--- src/hw/rtl/cwra_pkg.sv ---
`default_nettype none
package cwra_pkg;

  // frame size limits
  localparam int unsigned MAX_WIDTH  = 4096;
  localparam int unsigned MAX_HEIGHT = 4096;
  localparam int COL_W = $clog2(MAX_WIDTH);
  localparam int ROW_W = $clog2(MAX_HEIGHT);
  localparam int DIM_W = (COL_W > ROW_W) ? COL_W : ROW_W;

  // configuration port
  localparam int CFG_W = 13;
  localparam int FMT_W = 3;
  localparam int IDX_W = 2;
  localparam logic [IDX_W-1:0] REG_FRAME_WIDTH  = 2'd0;
  localparam logic [IDX_W-1:0] REG_FRAME_HEIGHT = 2'd1;
  localparam logic [IDX_W-1:0] REG_PIXEL_FORMAT = 2'd2;
  localparam logic [CFG_W-1:0] RST_FRAME_WIDTH  = 13'd640;
  localparam logic [CFG_W-1:0] RST_FRAME_HEIGHT = 13'd480;

  // pixel formats
  localparam logic [FMT_W-1:0] FMT_ABGR = 3'd0;
  localparam logic [FMT_W-1:0] FMT_BGRA = 3'd1;
  localparam logic [FMT_W-1:0] FMT_BGR  = 3'd2;
  localparam logic [FMT_W-1:0] FMT_RGBA = 3'd3;
  localparam logic [FMT_W-1:0] FMT_RGB  = 3'd4;
  localparam logic [FMT_W-1:0] RST_PIXEL_FORMAT = FMT_RGB;

  // channels and accumulators
  localparam int NUM_CH  = 3;
  localparam int CH_RED   = 0;
  localparam int CH_GREEN = 1;
  localparam int CH_BLUE  = 2;
  localparam int BYTE_W  = 8;
  localparam int SUM_W   = 32;
  localparam int COUNT_W = 24;
  localparam int STEP_W  = $clog2(SUM_W);

  typedef logic [NUM_CH-1:0][SUM_W-1:0]  sum_vec_t;
  typedef logic [NUM_CH-1:0][BYTE_W-1:0] avg_vec_t;

  // last index and window bounds of one frame dimension
  typedef struct packed {
    logic [DIM_W-1:0] last;
    logic [DIM_W-1:0] lo;
    logic [DIM_W-1:0] hi;
  } dims_t;

  // controller to datapath commands
  typedef struct packed {
    logic div_load;
    logic div_step;
    logic res_load;
  } ctrl_cmd_t;

  function automatic dims_t size_dims(input logic [CFG_W-1:0] raw, input int unsigned maxv);
    int unsigned v;
    dims_t d;
    v = 32'(raw);
    if (v == 0) begin
      v = 1;
    end else if (v > maxv) begin
      v = maxv;
    end
    d.last = DIM_W'(v - 1);
    d.lo   = DIM_W'(v >> 2);
    d.hi   = DIM_W'((v * 3) >> 2);
    return d;
  endfunction

endpackage
`default_nettype wire

--- src/hw/rtl/cwra_accum.sv ---
`default_nettype none
module cwra_accum
  import cwra_pkg::*;
(
  input  wire logic              clk,
  input  wire logic              rst,
  input  wire logic              cfg_write,
  input  wire logic [IDX_W-1:0]  cfg_index,
  input  wire logic [CFG_W-1:0]  cfg_data,
  input  wire logic              accept,
  input  wire logic              frame_start,
  input  wire logic [BYTE_W-1:0] pixel_byte0,
  input  wire logic [BYTE_W-1:0] pixel_byte1,
  input  wire logic [BYTE_W-1:0] pixel_byte2,
  input  wire logic [BYTE_W-1:0] pixel_byte3,
  output logic                   frame_end,
  output sum_vec_t               sum_next,
  output logic [COUNT_W-1:0]     count_next
);

  dims_t            col_dims;
  dims_t            row_dims;
  logic [FMT_W-1:0] pixel_format;

  logic [COL_W-1:0]   column_position;
  logic [ROW_W-1:0]   row_position;
  sum_vec_t           sums;
  logic [COUNT_W-1:0] window_count;

  logic [COL_W-1:0]   col_cur;
  logic [ROW_W-1:0]   row_cur;
  sum_vec_t           sum_base;
  logic [COUNT_W-1:0] count_base;
  logic               in_window;
  logic               row_end;
  avg_vec_t           ch_val;

  always_comb begin
    col_cur    = frame_start ? '0 : column_position;
    row_cur    = frame_start ? '0 : row_position;
    sum_base   = frame_start ? '0 : sums;
    count_base = frame_start ? '0 : window_count;

    in_window = (DIM_W'(col_cur) >= col_dims.lo) && (DIM_W'(col_cur) <= col_dims.hi) &&
                (DIM_W'(row_cur) >= row_dims.lo) && (DIM_W'(row_cur) <= row_dims.hi);

    ch_val = '0;
    case (pixel_format)
      FMT_ABGR: begin
        ch_val[CH_RED]   = pixel_byte3;
        ch_val[CH_GREEN] = pixel_byte2;
        ch_val[CH_BLUE]  = pixel_byte1;
      end
      FMT_BGRA, FMT_BGR: begin
        ch_val[CH_RED]   = pixel_byte2;
        ch_val[CH_GREEN] = pixel_byte1;
        ch_val[CH_BLUE]  = pixel_byte0;
      end
      FMT_RGBA, FMT_RGB: begin
        ch_val[CH_RED]   = pixel_byte0;
        ch_val[CH_GREEN] = pixel_byte1;
        ch_val[CH_BLUE]  = pixel_byte2;
      end
      default: ch_val = '0;
    endcase

    for (int i = 0; i < NUM_CH; i++) begin
      sum_next[i] = sum_base[i] + (in_window ? SUM_W'(ch_val[i]) : '0);
    end
    count_next = count_base + COUNT_W'(in_window);

    row_end   = DIM_W'(col_cur) >= col_dims.last;
    frame_end = row_end && (DIM_W'(row_cur) >= row_dims.last);
  end

  // sizes are stored already clamped, with their window bounds
  always_ff @(posedge clk) begin
    if (rst) begin
      col_dims     <= size_dims(RST_FRAME_WIDTH, MAX_WIDTH);
      row_dims     <= size_dims(RST_FRAME_HEIGHT, MAX_HEIGHT);
      pixel_format <= RST_PIXEL_FORMAT;
    end else if (cfg_write) begin
      case (cfg_index)
        REG_FRAME_WIDTH:  col_dims     <= size_dims(cfg_data, MAX_WIDTH);
        REG_FRAME_HEIGHT: row_dims     <= size_dims(cfg_data, MAX_HEIGHT);
        REG_PIXEL_FORMAT: pixel_format <= cfg_data[FMT_W-1:0];
        default: ;
      endcase
    end
  end

  always_ff @(posedge clk) begin
    if (rst) begin
      column_position <= '0;
      row_position    <= '0;
      sums            <= '0;
      window_count    <= '0;
    end else if (accept) begin
      if (frame_end) begin
        column_position <= '0;
        row_position    <= '0;
        sums            <= '0;
        window_count    <= '0;
      end else begin
        sums         <= sum_next;
        window_count <= count_next;
        if (row_end) begin
          column_position <= '0;
          row_position    <= row_cur + 1'b1;
        end else begin
          column_position <= col_cur + 1'b1;
          row_position    <= row_cur;
        end
      end
    end
  end

endmodule
`default_nettype wire

--- src/hw/rtl/cwra_div.sv ---
`default_nettype none
module cwra_div
  import cwra_pkg::*;
(
  input  wire logic               clk,
  input  wire ctrl_cmd_t          cmd,
  input  wire sum_vec_t           sums,
  input  wire logic [COUNT_W-1:0] count,
  output avg_vec_t                average
);

  // one restoring divider lane per channel, one quotient bit per step
  sum_vec_t           dividend;
  logic [COUNT_W-1:0] divisor;
  logic               div_zero;
  logic [NUM_CH-1:0][COUNT_W-1:0] rem;
  avg_vec_t           quot;

  logic [NUM_CH-1:0][COUNT_W:0]   rem_shift;
  logic [NUM_CH-1:0]              fits;

  always_comb begin
    for (int i = 0; i < NUM_CH; i++) begin
      rem_shift[i] = {rem[i], dividend[i][SUM_W-1]};
      fits[i]      = rem_shift[i] >= {1'b0, divisor};
    end
  end

  always_ff @(posedge clk) begin
    if (cmd.div_load) begin
      dividend <= sums;
      divisor  <= count;
      div_zero <= (count == '0);
      rem      <= '0;
      quot     <= '0;
    end else if (cmd.div_step) begin
      for (int i = 0; i < NUM_CH; i++) begin
        dividend[i] <= {dividend[i][SUM_W-2:0], 1'b0};
        rem[i]      <= fits[i] ? COUNT_W'(rem_shift[i] - {1'b0, divisor})
                               : rem_shift[i][COUNT_W-1:0];
        quot[i]     <= {quot[i][BYTE_W-2:0], fits[i]};
      end
    end
  end

  // result register, held until the item is taken
  always_ff @(posedge clk) begin
    if (cmd.res_load) begin
      average <= div_zero ? '0 : quot;
    end
  end

endmodule
`default_nettype wire

--- src/hw/rtl/cwra_ctrl.sv ---
`default_nettype none
module cwra_ctrl
  import cwra_pkg::*;
(
  input  wire logic clk,
  input  wire logic rst,
  input  wire logic in_valid,
  input  wire logic out_ready,
  input  wire logic frame_end,
  output logic      in_ready,
  output logic      out_valid,
  output ctrl_cmd_t cmd
);

  typedef enum logic [2:0] {
    S_IDLE = 3'b001,
    S_DIV  = 3'b010,
    S_DONE = 3'b100
  } state_t;

  localparam logic [STEP_W-1:0] STEP_LAST = STEP_W'(SUM_W - 1);

  state_t            state, state_next;
  logic [STEP_W-1:0] step_cnt, step_cnt_next;
  logic              out_full, out_full_next;

  // a frame end needs the divider, other pixels always pass
  assign in_ready  = (state == S_IDLE) || !frame_end;
  assign out_valid = out_full;

  always_comb begin
    state_next    = state;
    step_cnt_next = step_cnt;
    out_full_next = out_full;
    cmd           = '0;
    if (out_full && out_ready) begin
      out_full_next = 1'b0;
    end
    case (state)
      S_IDLE: begin
        if (in_valid && frame_end) begin
          cmd.div_load  = 1'b1;
          step_cnt_next = '0;
          state_next    = S_DIV;
        end
      end
      S_DIV: begin
        cmd.div_step  = 1'b1;
        step_cnt_next = step_cnt + 1'b1;
        if (step_cnt == STEP_LAST) begin
          state_next = S_DONE;
        end
      end
      S_DONE: begin
        if (!out_full || out_ready) begin
          cmd.res_load  = 1'b1;
          out_full_next = 1'b1;
          state_next    = S_IDLE;
        end
      end
      default: state_next = S_IDLE;
    endcase
  end

  always_ff @(posedge clk) begin
    if (rst) begin
      state    <= S_IDLE;
      step_cnt <= '0;
      out_full <= 1'b0;
    end else begin
      state    <= state_next;
      step_cnt <= step_cnt_next;
      out_full <= out_full_next;
    end
  end

  a_load_idle : assert property (@(posedge clk) disable iff (rst)
    cmd.div_load |-> (state == S_IDLE) && in_valid && in_ready)
    else $error("divider loaded outside idle");

  a_load_start : assert property (@(posedge clk) disable iff (rst)
    cmd.div_load |=> (state == S_DIV) && (step_cnt == '0))
    else $error("division did not start at step zero");

  a_no_overwrite : assert property (@(posedge clk) disable iff (rst)
    cmd.res_load |-> !out_full || out_ready)
    else $error("result overwritten before taken");

  a_stall_busy : assert property (@(posedge clk) disable iff (rst)
    !in_ready |-> (state != S_IDLE) && frame_end)
    else $error("input stalled while divider free");

endmodule
`default_nettype wire

--- src/hw/rtl/center_window_rgb_average.sv ---
// channel   signals                                           direction
// -------   -----------------------------------------------   ---------
// pixel     in_valid in_ready frame_start pixel_byte0..3      in
// average   out_valid out_ready average_red/green/blue         out
// config    cfg_write cfg_index cfg_data                       in
//
// one pixel item is taken per cycle unless a frame end is held off; sums update in the cycle of acceptance
// the last pixel of a frame starts a 32-step restoring division (three lanes),
// so its result reaches the output register once the division finishes, or later if output stalls
// a frame end arriving while the previous division is still busy is held off;
// frames of 34 pixels or more never stall the input while the output keeps up
// synchronous reset restores the default 640x480 rgb setup and clears position, sums and control state
`default_nettype none
module center_window_rgb_average
  import cwra_pkg::*;
(
  input  wire logic               clk,
  input  wire logic               rst,
  // pixel items
  input  wire logic               in_valid,
  output logic                    in_ready,
  input  wire logic               frame_start,
  input  wire logic [BYTE_W-1:0]  pixel_byte0,
  input  wire logic [BYTE_W-1:0]  pixel_byte1,
  input  wire logic [BYTE_W-1:0]  pixel_byte2,
  input  wire logic [BYTE_W-1:0]  pixel_byte3,
  // average items
  output logic                    out_valid,
  input  wire logic               out_ready,
  output logic [BYTE_W-1:0]       average_red,
  output logic [BYTE_W-1:0]       average_green,
  output logic [BYTE_W-1:0]       average_blue,
  // register writes
  input  wire logic               cfg_write,
  input  wire logic [IDX_W-1:0]   cfg_index,
  input  wire logic [CFG_W-1:0]   cfg_data
);

  ctrl_cmd_t          cmd;
  logic               frame_end;
  logic               accept;
  sum_vec_t           sum_next;
  logic [COUNT_W-1:0] count_next;
  avg_vec_t           average;

  assign accept = in_valid && in_ready;

  // position tracking, window test and per-channel sums
  cwra_accum u_accum (
    .clk         (clk),
    .rst         (rst),
    .cfg_write   (cfg_write),
    .cfg_index   (cfg_index),
    .cfg_data    (cfg_data),
    .accept      (accept),
    .frame_start (frame_start),
    .pixel_byte0 (pixel_byte0),
    .pixel_byte1 (pixel_byte1),
    .pixel_byte2 (pixel_byte2),
    .pixel_byte3 (pixel_byte3),
    .frame_end   (frame_end),
    .sum_next    (sum_next),
    .count_next  (count_next)
  );

  // sequences division and output handshake
  cwra_ctrl u_ctrl (
    .clk       (clk),
    .rst       (rst),
    .in_valid  (in_valid),
    .out_ready (out_ready),
    .frame_end (frame_end),
    .in_ready  (in_ready),
    .out_valid (out_valid),
    .cmd       (cmd)
  );

  // snapshot of the frame totals is divided while the next frame accumulates
  cwra_div u_div (
    .clk     (clk),
    .cmd     (cmd),
    .sums    (sum_next),
    .count   (count_next),
    .average (average)
  );

  assign average_red   = average[CH_RED];
  assign average_green = average[CH_GREEN];
  assign average_blue  = average[CH_BLUE];

endmodule
`default_nettype wire
--- config.mk ---
export PLATFORM = sky130hd
export DESIGN_NAME = center_window_rgb_average
export DESIGN_NICKNAME = d
export VERILOG_FILES = /design/src/hw/rtl/cwra_pkg.sv /design/src/hw/rtl/cwra_accum.sv /design/src/hw/rtl/cwra_div.sv /design/src/hw/rtl/cwra_ctrl.sv /design/src/hw/rtl/center_window_rgb_average.sv
export SDC_FILE = /design/constraint.sdc
export NUM_CORES = 1
export LEC_CHECK = 0
export BUFFER_PORTS_ARGS = -buffer_cell sky130_fd_sc_hd__buf_2
export CAP_MARGIN = 0
export CORE_UTILIZATION = 60
export DETAILED_ROUTE_END_ITERATION = 12
export HOLD_SLACK_MARGIN = 0.03
export PLACE_DENSITY = 0.78
export SLEW_MARGIN = 20
export SYNTH_ARGS = -nofsm -noshare
export SYNTH_HDL_FRONTEND = slang
export SYNTH_SLANG_ARGS = --single-unit
--- constraint.sdc ---
create_clock -name clk -period 23.2 [get_ports clk]
set_input_delay 6.96 -clock clk [delete_from_list [all_inputs] [get_ports clk]]
set_output_delay 6.96 -clock clk [all_outputs]
set_load 0.05 [all_outputs]
# Word level (Yosys, flattened, before mapping)
# Index checks and enable logic that the tools add are counted.
# classes
addsub	12
n_mul	2
order_cmp	10
eq_ne	13
muxes	41
n_reduce_logical	24
# ops
cell	count
$mux 96	4
$mux 32	7
$mux 24	5
$add 32x32->32	3
$ge 25x24->1	3
$mux 12	6
$pmux 24 s3	1
$sub 24x24->24	3
$mul 32x2->14 const B	2
$ge 12x12->1	4
$add 12x1->12 const B	2
$add 24x1->24	1
$le 12x12->1	2
$logic_not 24->1	1
$mux 8	3
$sub 12x1->12 const B	2
$gt 13x13->1 const B	1
$logic_not 13->1	1
$mux 13	1
$pmux 5 s2	1
$eq 3x2->1 const B	3
$mux 3	3
$pmux 3 s3	1
$mux 1	8
other kinds (18)	34
# totals
regBits	469
inputBits	53
out_inout_bits	26
wordCells	132

# Longest topological paths before layout
# logic_depth
depth_word	8
depth_mapped	32
depth_no_buf	24

# Modules after synthesis
# Synthesis repeated with hierarchy kept, for this count alone.
# unflattened
cells_unflattened	3461
area_unflattened_um2	30063.8
# by_module_without_submodules
module	instances	cells_per_inst	area_per_inst_um2	seq_area_each_um2
cwra_accum	1	2106	15879.0	4344.2
cwra_div	1	1298	13660.6	6276.0
cwra_ctrl	1	56	518.0	180.2
center_window_rgb_average	1	1	6.3	0.0

# Worst setup path before layout
# Ideal clock, no wire load.
# synth_path
kind	input-to-output
from	input frame_start
to	output in_ready
arrival_time_ps	9945
t_required_ps	16240
slack_ps	6295
cell_stages	13
n_path_buf	7
cell_sequence	buf_2 -> buf_2 -> buf_2 -> buf_2 -> buf_2 -> clkbuf_1 -> nor2b_1 -> ha_1 -> a2111oi_0 -> o21ai_1 -> a211oi_2 -> buf_4 -> or3_1
# synth_via
elab_chain_cells	5
elab_cells_between_ends	7
cone_classes	order compare: 2; mux: 2; reduce/logical: 3
# synth_rtl
element	line_no	text
start: declaration	center_window_rgb_average.sv:22	input wire logic frame_start,
$mux 12 (on tied branches)	cwra_accum.sv:39, cwra_accum.sv:40	
$ge 12x12->1 (on tied branches)	cwra_accum.sv:72, cwra_accum.sv:73	
$logic_and 1x1->1 (*)	cwra_accum.sv:73	frame_end = row_end && (DIM_W'(row_cur) >= row_dims.last);
$logic_not 1->1 (*)	cwra_ctrl.sv:28	assign in_ready = (state == S_IDLE) || !frame_end;
$logic_or 1x1->1 (*)	cwra_ctrl.sv:28	
end: declaration	center_window_rgb_average.sv:21	output logic in_ready,
# Mark *: on every way between the ends. The rest lies on a longest branch, timed or not.

# Worst setup path in the final report
# Ends and elaborated chain as after synthesis.

==> results.yml <==
global_route:
  met2_usage_pct: 52.53
  grt_use_met3_pct: 3.492
  use_met1_pct: 37.34
  grt_pass1_vias: 24730
  grt_max_degree: 88
  overflow: 0
  grt_pass1_wl_um: 122400
  grt-busiest-layer: "met2"
  antenna_found_initial: 1
  grtUsageTotal_pct: 30.25
cts:
  cts.clk_slew.worst_paths_ns: 0.06
  clockRootBuffer: "clkbuf_16"
  cts-hold-fix-buffers: 0
  h-tree-depth: 2
  cts_resized: 0
  clock_path_buffers: 3
  tritoncts.num_buffers: 49
  postCtsSetupBuffers: 0
  tritoncts: "done"
  clock_sinks: 467
  clk_latency_ns: 0.60
placed_design:
  io_buffers: 78
  gp_congestion: 0.9579
  place_area_um2: 29340
  dp_slack_ns: 5.907
  hpwl_um: 51080
floorplanning:
  row_count: 79
  fp.dieW_um: 221.0
  initial_utilization_pct: 61.27
  die_h_um: 221.0
  core_um2: 46950
  die-area_um2: 48830
  ios: 79
pwr:
  ir_worst_vdd_uv: 53.83
  powerDensity_nw_per_um2: 57.43
  p_leak_nw: 12.80
setup_path:
  crit_end: "in_ready"
  required_ns: 16.24
  cp_cell_sequence: "buf_4 -> buf_4 -> nor2b_1 -> ha_1 -> a2111oi_0 -> o21ai_1 -> a211oi_2 -> or3_1 -> buf_2"
  startpoint: "frame_start"
  cpMostUsedCell: "buf_4"
  cpPeakStageDelay_ns: 0.82
  worst_setup_path_end_kind: "output pin"
  path_max_fanout: 51
  reg2reg_depth: 20
  reg2reg_to: "u_div.dividend[94]"
  arrival_ns: 10.43
  start_kind: "input pin"
  timing.rr.start: "u_accum.row_position[5]"
  crit_type: "in2out"
  slowest_stage: "a211oi_2"
  ff2ff_setup_slack_ns: 16.97
logic_synthesis:
  ys.flop_type: "dfxtp_1"
  synth.avg_cell_area_um2: 8.356
  ys_seq_elements: 467
  netlist.area_leader.share_pct: 22.41
  synth.most_common_cell: "nand2_1"
  synth-edff-count: 145
  yosys-top-cells-count: "nand2_1 (453), dfxtp_1 (322), nor2_1 (317)"
  yosys_warnings: 0
  synth.net_count: 3697
  synthCells: 3443
  yosysTopAreaCell: "dfxtp_1"
  synth_area_leaders: "dfxtp_1 (22%), edfxtp_1 (15%), ha_1 (8.4%), nand2_1 (5.9%), a21oi_1 (4.4%)"
  synth_async_sr_flop_share_pct: 0
  netlist-cell-type-count: 96
  synth_area_um2: 28770
  ys_seq_area_share_pct: 37.54
route:
  drc: 0
  drtIter0Drc: 2186
  avgViaCountPerCell: 6.264
  vias: 25370
  drtPass1Iterations: 6
  ant_nets: 0
  wl_um: 75230
  route.detailed.wl_per_inst_um: 18.58
sta:
  setup_viol: 0
  timing.fmax_mhz: 57.52
  holdWs_ns: 0.4458
  maxSlewHeadroom_pct: 25.41
  rsz0062_at_grt: "no"
  min_period_ns: 17.39
  hold_viol: 0
  tightest_slew_ns: 1.119
  drv_slew: 0
  totalNegativeSetupSlack_ns: 0
  clock-skew-final_ns: 0.02578
  fin_crit_sh_pct: 74.94
  setup_slack_ns: 5.814
cells_and_area:
  drive_above_1_share_pct: 7.145
  fillCellCount: 3814
  n_antenna_cell: 0
  multi_input_area_um2: 16630
  regArea_um2: 10800
  area_growth_pct: 8.081
  fin_util_pct: 66.23
  final_net_count: 3659
  stdcell_area_um2: 31090
worst_hold_path:
  hp-class: "reg2reg"
job:
  timing.max_cap.violations: 0
status:
  status: "finished clean"
## worst max-delay path: cells and delay by family
family,cells,cell delay [ns]
compound gates,3,1.34
buf+inv,3,1.25
simple gates,2,0.51
fa+ha+maj,1,0.33
## layer usage
metal	vias to the layer above	share of wire [%]
met4	0	4.3
li1	12150	-
met2	925	48
met1	12100	42
met3	195	5.7
met5	-	0
## worst min path at each step
stage | from | slack (ns) | end | depth (start not counted)
finish | u_accum.sums[19] | 0.45 | u_accum.sums[19] | 2
global route | u_accum.col_dims[15] | 0.48 | u_accum.col_dims[15] | 2
CTS | u_accum.sums[19] | 0.45 | u_accum.sums[19] | 2
detailed placement | u_accum.sums[19] | 0.44 | u_accum.sums[19] | 2
global placement | u_accum.sums[53] | 0.43 | u_accum.sums[53] | 2
floorplan | u_ctrl.step_cnt[3] | 0.42 | u_ctrl.step_cnt[3] | 1
## cells by family after synthesis
family          count (synthesis)  share of synthesized area (%)
flops                         467                          37.54
fa+ha+maj                     201                          8.924
xor+xnor                      191                          5.841
simple gates                 1301                          21.54
buf+inv                       339                          4.832
compound gates                901                          19.81
mux                            43                          1.518
## power breakdown
part           leakage (nW)  switching (W)  internal [W]
sequential             4.20     0.00000391      0.000842
combinational          7.76      0.0000682     0.0000290
clock                 0.848       0.000333      0.000510
## sequential cells by signal, summed over array words and instances, names as in the netlist, 3 cells and up
register,count
u_ctrl.state,3
u_accum.col_dims,35
u_accum.row_dims,35
u_accum.row_position,12
u_div.average,24
u_div.divisor,24
u_div.dividend,96
u_ctrl.step_cnt,5
u_accum.sums,96
u_accum.column_position,12
u_accum.window_count,24
u_accum.pixel_format,3
u_div.quot,24
u_div.rem,72
## stage by stage
stage | std cells | total power [W]
3_5_place_dp | 3960 | 0.0009582
3_3_place_gp | 3960 | 0.0009557
6_report | 4050 | 0.001786
4_1_cts | 4049 | 0.001793
5_1_grt | 4050 | 0.001834
2_1_floorplan | 3443 | 0.0009251
## final cells by class
cell class / count / area share, %
clock inverters: 15 / 0.7686
multi-input cells: 2637 / 53.48
inverters: 141 / 1.718
clock buffers: 74 / 4.797
repair buffers: 109 / 2.060
flip-flops and latches: 467 / 34.74
well taps: 607 / 2.443
## cells in the final DEF, fill, tap and decap left out, drive strengths merged, types with 14 or more instances in the layout
cell type,count
o31ai,46
dfxtp,322
o21a,14
mux2i,38
nand2b,28
inv,143
xor2,93
edfxtp,145
xnor2,98
o21ai,229
a32oi,14
a211oi,43
a22oi,51
a22o,23
nor3,64
a21o,66
or3,18
a31oi,39
a21oi,256
o211ai,46
nor2b,131
nand3,109
and3,40
clkbuf,74
nand2,453
and2,21
nand4,42
nor4,18
ha,194
nor2,320
buf,109
Power figures use the tool's default switching activity.
